`config.mk`:
```
export PLATFORM = sky130hd
export DESIGN_NAME = multilevel_ready_queue_core
export DESIGN_NICKNAME = d
export VERILOG_FILES = /design/src/hw/rtl/mlrq_pkg.sv /design/src/hw/rtl/mlrq_link_mem.sv /design/src/hw/rtl/multilevel_ready_queue_core.sv
export SDC_FILE = /design/constraint.sdc
export NUM_CORES = 2
export LEC_CHECK = 0
export BUFFER_PORTS_ARGS = -buffer_cell sky130_fd_sc_hd__clkbuf_2
export CELL_PAD_IN_SITES_DETAIL_PLACEMENT = 1
export CELL_PAD_IN_SITES_GLOBAL_PLACEMENT = 2
export CORE_MARGIN = 3
export CORE_UTILIZATION = 30
export CTS_BUF_LIST = sky130_fd_sc_hd__clkbuf_4 sky130_fd_sc_hd__clkbuf_8
export DETAILED_ROUTE_END_ITERATION = 16
export HOLD_SLACK_MARGIN = 0.1
export PLACE_DENSITY_LB_ADDON = 0.1
export SYNTH_ARGS = -nofsm -noshare
export SYNTH_HDL_FRONTEND = slang
export SYNTH_SLANG_ARGS = --single-unit
```
`constraint.sdc`:
```
create_clock -name clk -period 4.3 [get_ports clk]
set_clock_uncertainty 0.15 [all_clocks]
set_input_delay 0 -clock clk [delete_from_list [all_inputs] [get_ports clk]]
set_output_delay 0 -clock clk [all_outputs]
set_load 0.05 [all_outputs]
```
`src/hw/rtl/mlrq_pkg.sv`:
```
// package for the multilevel ready queue: sizes, request codes and shared types
// no dependencies; imported by mlrq_link_mem and multilevel_ready_queue_core
`timescale 1ns / 1ps

package mlrq_pkg;

  localparam int NUM_LEVELS = 8;
  localparam int NUM_TASKS  = 256;

  // field widths of the stream beats
  localparam int REQ_W  = 2;
  localparam int TASK_W = 8;
  localparam int LVLF_W = 3;
  localparam int PRIO_W = 8;

  // internal index widths
  localparam int LVL_W  = $clog2(NUM_LEVELS);
  localparam int LINK_W = $clog2(NUM_TASKS);

  localparam int IN_DATA_W  = 32;
  localparam int OUT_DATA_W = 16;

  // request codes
  typedef enum logic [REQ_W-1:0] {
    REQ_ENQUEUE = 2'd0,
    REQ_DEQUEUE = 2'd1,
    REQ_WAKE    = 2'd2,
    REQ_NONE    = 2'd3
  } req_t;

  // link memory write port
  typedef struct packed {
    logic              en;
    logic [LINK_W-1:0] addr;
    logic [TASK_W-1:0] data;
  } link_wr_t;

  // link memory read request
  typedef struct packed {
    logic              en;
    logic [LINK_W-1:0] addr;
  } link_rd_t;

endpackage

```
`src/hw/rtl/mlrq_link_mem.sv`:
```
// next-task link memory, one entry per task, one write and one read port
// registered read data; depends on mlrq_pkg
`timescale 1ns / 1ps

module mlrq_link_mem (
  input  logic                      clk,
  input  mlrq_pkg::link_wr_t        wr,
  input  mlrq_pkg::link_rd_t        rd,
  output logic [mlrq_pkg::TASK_W-1:0] rd_data_r
);
  import mlrq_pkg::*;

  logic [TASK_W-1:0] mem [NUM_TASKS];

  // write port
  always_ff @(posedge clk) begin
    if (wr.en) begin
      mem[wr.addr] <= wr.data;
    end
  end

  // read port with registered data
  always_ff @(posedge clk) begin
    if (rd.en) begin
      rd_data_r <= mem[rd.addr];
    end
  end

endmodule

```
`src/hw/rtl/multilevel_ready_queue_core.sv`:
```
// top level of the multilevel ready queue: level head/tail registers and
// dequeue sequencer around the link memory; depends on mlrq_pkg, mlrq_link_mem
`timescale 1ns / 1ps

// Usage
// One request beat on the in_ channel gives exactly one result beat on out_.
// in_tuser carries the request kind (enqueue, dequeue, wake, others ignored);
// in_tdata carries the task and running-task fields.
// out_tuser is the found flag of a dequeue; out_tdata carries the served
// task, the wake level (boosted only for a blocked task) and the preempt flag.
// The result is registered at the edge the request is accepted, and out_
// is driven straight from the output register.
// Enqueue, wake and ignored requests do not hold off the next request. A
// dequeue that leaves its level non-empty holds in_tready low in ST_LINK,
// since the next head comes from the registered link memory read.
// A request is taken only while the output register is empty or being
// emptied in the same cycle, so a stalled receiver holds the queue after
// at most one waiting result.
// Reset marks every level empty; no clearing pass, the block is ready on
// the first cycle after reset.

module multilevel_ready_queue_core (
  input  logic                                clk,
  input  logic                                rst_n,
  input  logic                                in_tvalid,
  output logic                                in_tready,
  // task_id[7:0], task_level[10:8], wake_prio[18:11], task_blocked[19],
  // current_level[22:20], current_priority[30:23], zero fill
  input  logic [mlrq_pkg::IN_DATA_W-1:0]      in_tdata,
  // req_type[1:0]
  input  logic [mlrq_pkg::REQ_W-1:0]          in_tuser,
  output logic                                out_tvalid,
  input  logic                                out_tready,
  // served_task[7:0], wake_level[10:8], preempt[11], zero fill
  output logic [mlrq_pkg::OUT_DATA_W-1:0]     out_tdata,
  // found[0]
  output logic                                out_tuser
);
  import mlrq_pkg::*;

  typedef enum logic [1:0] {
    ST_IDLE = 2'b01,
    ST_LINK = 2'b10
  } state_t;

  state_t state_r, state_nxt;

  // level bookkeeping
  logic [TASK_W-1:0] level_head_r [NUM_LEVELS];
  logic [TASK_W-1:0] level_tail_r [NUM_LEVELS];
  logic [NUM_LEVELS-1:0] level_nonempty_r, level_nonempty_nxt;

  // level whose head waits for the link read
  logic [LVL_W-1:0] link_lvl_r;

  // output register
  logic                  out_valid_r;
  logic [TASK_W-1:0]     out_served_r, out_served_nxt;
  logic                  out_found_r, out_found_nxt;
  logic [LVLF_W-1:0]     out_wlevel_r, out_wlevel_nxt;
  logic                  out_preempt_r, out_preempt_nxt;

  // input fields
  req_t              req_type;
  logic [TASK_W-1:0] task_id;
  logic [LVLF_W-1:0] task_level;
  logic [PRIO_W-1:0] wake_prio;
  logic              task_blocked;
  logic [LVLF_W-1:0] current_level;
  logic [PRIO_W-1:0] current_priority;

  logic accept;
  logic [LVL_W-1:0] lvl_clamped;
  logic [LVL_W-1:0] wake_lvl;
  logic task_in_range;
  logic [PRIO_W:0] mine_sum, cur_sum;

  // dequeue search
  logic             deq_hit;
  logic [LVL_W-1:0] deq_lvl;

  // push control
  logic             push_en;
  logic [LVL_W-1:0] push_lvl;
  logic             link_start;

  link_wr_t          link_wr;
  link_rd_t          link_rd;
  logic [TASK_W-1:0] link_data;

  // unpack the request beat
  assign req_type         = req_t'(in_tuser);
  assign task_id          = in_tdata[7:0];
  assign task_level       = in_tdata[10:8];
  assign wake_prio        = in_tdata[18:11];
  assign task_blocked     = in_tdata[19];
  assign current_level    = in_tdata[22:20];
  assign current_priority = in_tdata[30:23];

  assign in_tready = (state_r == ST_IDLE) && (!out_valid_r || out_tready);
  assign accept    = in_tvalid && in_tready;

  // level saturation and boost
  always_comb begin
    if ({1'b0, task_level} >= (LVLF_W+1)'(NUM_LEVELS)) begin
      lvl_clamped = LVL_W'(NUM_LEVELS - 1);
    end else begin
      lvl_clamped = LVL_W'(task_level);
    end
    if (lvl_clamped != LVL_W'(NUM_LEVELS - 1)) begin
      wake_lvl = lvl_clamped + LVL_W'(1);
    end else begin
      wake_lvl = lvl_clamped;
    end
  end

  assign task_in_range = {1'b0, task_id} < (TASK_W+1)'(NUM_TASKS);
  assign mine_sum = (PRIO_W+1)'(wake_lvl) + (PRIO_W+1)'(wake_prio);
  assign cur_sum  = (PRIO_W+1)'(current_level) + (PRIO_W+1)'(current_priority);

  // highest non-empty level above zero
  always_comb begin
    deq_hit = 1'b0;
    deq_lvl = '0;
    for (int i = 1; i < NUM_LEVELS; i++) begin
      if (level_nonempty_r[i]) begin
        deq_hit = 1'b1;
        deq_lvl = LVL_W'(i);
      end
    end
  end

  // request decode: result beat, push and dequeue control
  always_comb begin
    out_served_nxt     = '0;
    out_found_nxt      = 1'b0;
    out_wlevel_nxt     = '0;
    out_preempt_nxt    = 1'b0;
    push_en            = 1'b0;
    push_lvl           = lvl_clamped;
    link_start         = 1'b0;
    level_nonempty_nxt = level_nonempty_r;
    unique case (req_type)
      REQ_ENQUEUE: begin
        push_en = task_in_range;
      end
      REQ_DEQUEUE: begin
        if (deq_hit) begin
          out_served_nxt = level_head_r[deq_lvl];
          out_found_nxt  = 1'b1;
          if (level_head_r[deq_lvl] == level_tail_r[deq_lvl]) begin
            level_nonempty_nxt[deq_lvl] = 1'b0;
          end else begin
            link_start = 1'b1;
          end
        end
      end
      REQ_WAKE: begin
        if (!task_blocked) begin
          out_wlevel_nxt = task_level;
        end else begin
          push_en         = task_in_range;
          push_lvl        = wake_lvl;
          out_wlevel_nxt  = LVLF_W'(wake_lvl);
          out_preempt_nxt = cur_sum < mine_sum;
        end
      end
      default: begin
      end
    endcase
    if (push_en) begin
      level_nonempty_nxt[push_lvl] = 1'b1;
    end
  end

  // link memory ports
  always_comb begin
    link_wr.en   = accept && push_en && level_nonempty_r[push_lvl];
    link_wr.addr = LINK_W'(level_tail_r[push_lvl]);
    link_wr.data = task_id;
    link_rd.en   = accept && link_start;
    link_rd.addr = LINK_W'(level_head_r[deq_lvl]);
  end

  mlrq_link_mem u_link_mem (
    .clk       (clk),
    .wr        (link_wr),
    .rd        (link_rd),
    .rd_data_r (link_data)
  );

  // sequencer
  always_comb begin
    state_nxt = state_r;
    unique case (state_r)
      ST_IDLE: begin
        if (accept && link_start) begin
          state_nxt = ST_LINK;
        end
      end
      ST_LINK: begin
        state_nxt = ST_IDLE;
      end
      default: begin
        state_nxt = ST_IDLE;
      end
    endcase
  end

  // control registers
  always_ff @(posedge clk) begin
    if (!rst_n) begin
      state_r          <= ST_IDLE;
      level_nonempty_r <= '0;
      out_valid_r      <= 1'b0;
    end else begin
      state_r <= state_nxt;
      if (accept) begin
        level_nonempty_r <= level_nonempty_nxt;
        out_valid_r      <= 1'b1;
      end else if (out_tready) begin
        out_valid_r <= 1'b0;
      end
    end
  end

  // head and tail registers
  always_ff @(posedge clk) begin
    if (accept && push_en) begin
      level_tail_r[push_lvl] <= task_id;
      if (!level_nonempty_r[push_lvl]) begin
        level_head_r[push_lvl] <= task_id;
      end
    end
    if (accept && link_start) begin
      link_lvl_r <= deq_lvl;
    end
    if (state_r == ST_LINK) begin
      level_head_r[link_lvl_r] <= link_data;
    end
  end

  // result payload
  always_ff @(posedge clk) begin
    if (accept) begin
      out_served_r  <= out_served_nxt;
      out_found_r   <= out_found_nxt;
      out_wlevel_r  <= out_wlevel_nxt;
      out_preempt_r <= out_preempt_nxt;
    end
  end

  assign out_tvalid = out_valid_r;
  assign out_tdata  = {4'b0, out_preempt_r, out_wlevel_r, out_served_r};
  assign out_tuser  = out_found_r;

endmodule
```
==> flow_metrics.tcl <==
set metrics [dict create \
    status "complete, no violations" \
    antenna_found_initial 24 \
    critPathKind "reg2reg" \
    grt_pass1_wl_mm 463.3 \
    synth.avg_cell_area_um2 14.33 \
    antenna_left 0 \
    ys_ff_latch 2211 \
    netlist_instances 6215 \
    startpoint_type "register" \
    drt-pass1-iter-count 5 \
    post-dp-hpwl_mm 212.2 \
    cts_buffers 400 \
    fin_setup_tns_ns 0 \
    mostFrequentLayoutCell "edfxtp_1" \
    reg2regPathDepth 17 \
    track_usage_pct 21.17 \
    worst_slew_pin_slew_ns 1.175 \
    crit_fanout 14 \
    grt_max_degree 102 \
    rsz0062_at_grt "yes" \
    die_y_um 550.8 \
    netlist_area_um2 89030 \
    crit_required_ns 4.93 \
    synth.area.mux_share_pct 3.185 \
    drc 0 \
    layout_common_cells "2200 x edfxtp_1, 1160 x nand2_1, 810 x buf_4, 463 x a21oi_1, 405 x clkbuf_8" \
    relSlewSlack_pct 21.12 \
    synth_simple_gate_area_share_pct 9.752 \
    yosys.cell_types.count 79 \
    vdd_drop_max_mv 0.2468 \
    crit_path_end_kind "register" \
    maxCapViolations 0 \
    area_growth_pct 24.27 \
    synth_edf_count 2200 \
    drt_first_iter_violations 4754 \
    synthAdderAreaFrac_pct 0.2558 \
    max_freq_ghz 0.2340 \
    clk_pin_slew_worst_paths_ns 0.06 \
    gr-total-overflow 0 \
    crit_start "level_nonempty_r[6]" \
    crit_path_end "u_link_mem.rd_data_r[2]" \
    root_buffer "clkbuf_8" \
    fin_crit_ns 4.274 \
    chipWidth_um 550.8 \
    ys_seq_area_share_pct 74.45 \
    maxSlewViolCount 0 \
    fin_util_pct 37.56 \
    leakagePower_uw 0.03768 \
    clock_sinks 2211 \
    die_area_um2 303300 \
    drive_above_1_share_pct 25.48 \
    grt_pass1_vias 60810 \
    synth_compound_area_share_pct 9.642 \
    pin_count 57 \
    worstPathArrival_ns 4.90 \
    p_per_area_nw_per_um2 453.7 \
    core-area_um2 294600 \
    min_path_type "in2reg" \
    cts_max_level 5 \
    port_buffers 51 \
    synth_top_family_by_area "simple AND/OR/NAND/NOR gates" \
    timing.rr.start "level_nonempty_r[6]" \
    clk_latency_ns 1.08 \
    start_util_pct 30.23 \
    r2r_setup_slack_ns 0.03 \
    place.gp.congestion 0.8329 \
    final_nets 7294 \
    synth-xor-area-share_pct 0.2459 \
    routed_wl_mm 328.5 \
    hold_violations 0 \
    worst_slack_ns 0.02634 \
    ys_async_sr_fraction_pct 0 \
    setup_viol 0 \
    post_drt_wl_per_cell_um 28.61 \
    r2r_end "u_link_mem.rd_data_r[2]" \
    finalCritPeriodShare_pct 99.39 \
    fp-row-count 199 \
    yosysWarnings 0 \
    clk_path_buf_depth 4 \
    vias 58600 \
    synth-main-ff-cell "edfxtp_1" \
    routed_via_density 5.104 \
    cts_tree "done" \
    dpl_worst_slack_ns -0.7286 \
]
-- registers in the layout (all words and copies together), names as in the netlist --
name,flops
u_link_mem.mem,2048
level_head_r,64
level_tail_r,64
level_nonempty_r,8
out_served_r,8
u_link_mem.rd_data_r,8
link_lvl_r,3
out_wlevel_r,3
state_r,2
out_preempt_r,1
out_tuser,1
out_tvalid,1
-- worst max-delay path: stages (launching register included) --
cell and delay (ns):
dfxtp_1 0.32, buf_4 0.17, buf_4 0.15, a221oi_1 0.23, o22a_1 0.24, o21a_4 0.24, nand2_8 0.14, buf_16 0.21
buf_4 0.17, buf_4 0.18, a211oi_1 0.35, o32ai_1 0.14, buf_4 0.16, a211o_1 0.22, a21oi_1 0.30, nor4b_1 0.29
buf_4 0.23, nor4_1 0.07
-- how the worst min path moves through the flow --
stage / depth (start not counted) / start / endpoint / slack, ns
after floorplan: 0 / in_tdata[0] / level_tail_r[0][0] / -0.05
after global placement: 3 / out_tready / out_tvalid / 0.20
after detailed placement: 3 / out_tready / out_tvalid / 0.21
after CTS: 5 / in_tdata[10] / level_tail_r[6][1] / 0.13
after global routing: 7 / in_tuser[1] / level_nonempty_r[2] / 0.20
final: 7 / in_tuser[1] / level_nonempty_r[5] / 0.26
-- cells in the mapped netlist, types with 9 or more instances --
cell type | count | area share, %
edfxtp_1 | 2200 | 74
nand2_1 | 1165 | 4.9
a21oi_1 | 471 | 2.6
nor2_1 | 300 | 1.3
nand3_1 | 299 | 1.7
clkbuf_1 | 253 | 1.1
a22oi_1 | 219 | 1.8
a211oi_1 | 195 | 1.6
a32oi_1 | 160 | 1.6
and3_1 | 123 | 0.86
buf_2 | 123 | 0.69
mux2i_1 | 83 | 0.93
mux4_2 | 80 | 2.0
o21ai_0 | 66 | 0.37
a31oi_1 | 52 | 0.37
nor4_1 | 48 | 0.34
buf_4 | 38 | 0.32
buf_1 | 32 | 0.13
a311oi_1 | 26 | 0.26
nor2b_1 | 19 | 0.13
o32ai_1 | 17 | 0.17
a32o_1 | 16 | 0.18
ha_1 | 15 | 0.21
inv_1 | 15 | 0.063
xor2_1 | 13 | 0.13
nand2b_1 | 12 | 0.084
xnor2_1 | 12 | 0.12
buf_6 | 11 | 0.14
dfxtp_1 | 11 | 0.25
mux2_2 | 11 | 0.14
nor3_1 | 11 | 0.062
o21a_1 | 10 | 0.084
a211o_1 | 9 | 0.089
o21ai_1 | 9 | 0.051
-- routing by layer --
layer  up-vias  track usage (%)  share of wire (%)
met4         4            5.028                2.4
met1     30870            29.59                 46
met3       455            3.065                4.2
met5         -                0             0.0082
li1      26020                -                  -
met2      1256            34.74                 47
-- final cells by class --
cell class / instances / area, um2
antenna: 12 / 30.03
clock buffer: 544 / 6618
clock inverter: 169 / 970.9
fill: 30400 / 183900
inverter: 17 / 66.31
multi-input combinational: 3532 / 21510
sequential: 2211 / 66280
tap: 3919 / 4903
timing repair buffer: 1077 / 10260
-- timing repair --
item,CTS,global route
hold buffers,57,0
endpoints found under the hold margin,2414,0
endpoints found under the setup margin,9,404
resized for setup,56,142
cloned,3,3
pin swaps,8,22
buffers inserted,7,27
-- report_power, final --
part           switching (uW)  internal [uW]  total, uW
sequential               11.1          23700      23800
combinational            4550           2610       7160
clock                    9120          10200      19300
total                   13700          36500      50200
-- cells by family (layout without fill, tap and decap cells) --
group / count (synthesis) / count (layout)
buf+inv: 476 / 1807
simple gates: 2023 / 2024
flops: 2211 / 2211
other cells: 1 / 16
mux: 177 / 177
fa+ha+maj: 17 / 17
compound gates: 1285 / 1285
xor+xnor: 25 / 25
-- through the flow --
step / cells / power (uW) / area [um2] / hold WS [ns]
2_1_floorplan: 6218 / 27370 / 89040 / -0.05113
3_3_place_gp: 10660 / 31000 / 100900 / 0.1966
3_5_place_dp: 10660 / 31030 / 100900 / 0.2095
4_1_cts: 11440 / 50730 / 109700 / 0.1257
5_1_grt: 11480 / 52290 / 110600 / 0.1955
6_report: 11480 / 50190 / 110600 / 0.2578
Power figures use the tool's default switching activity.
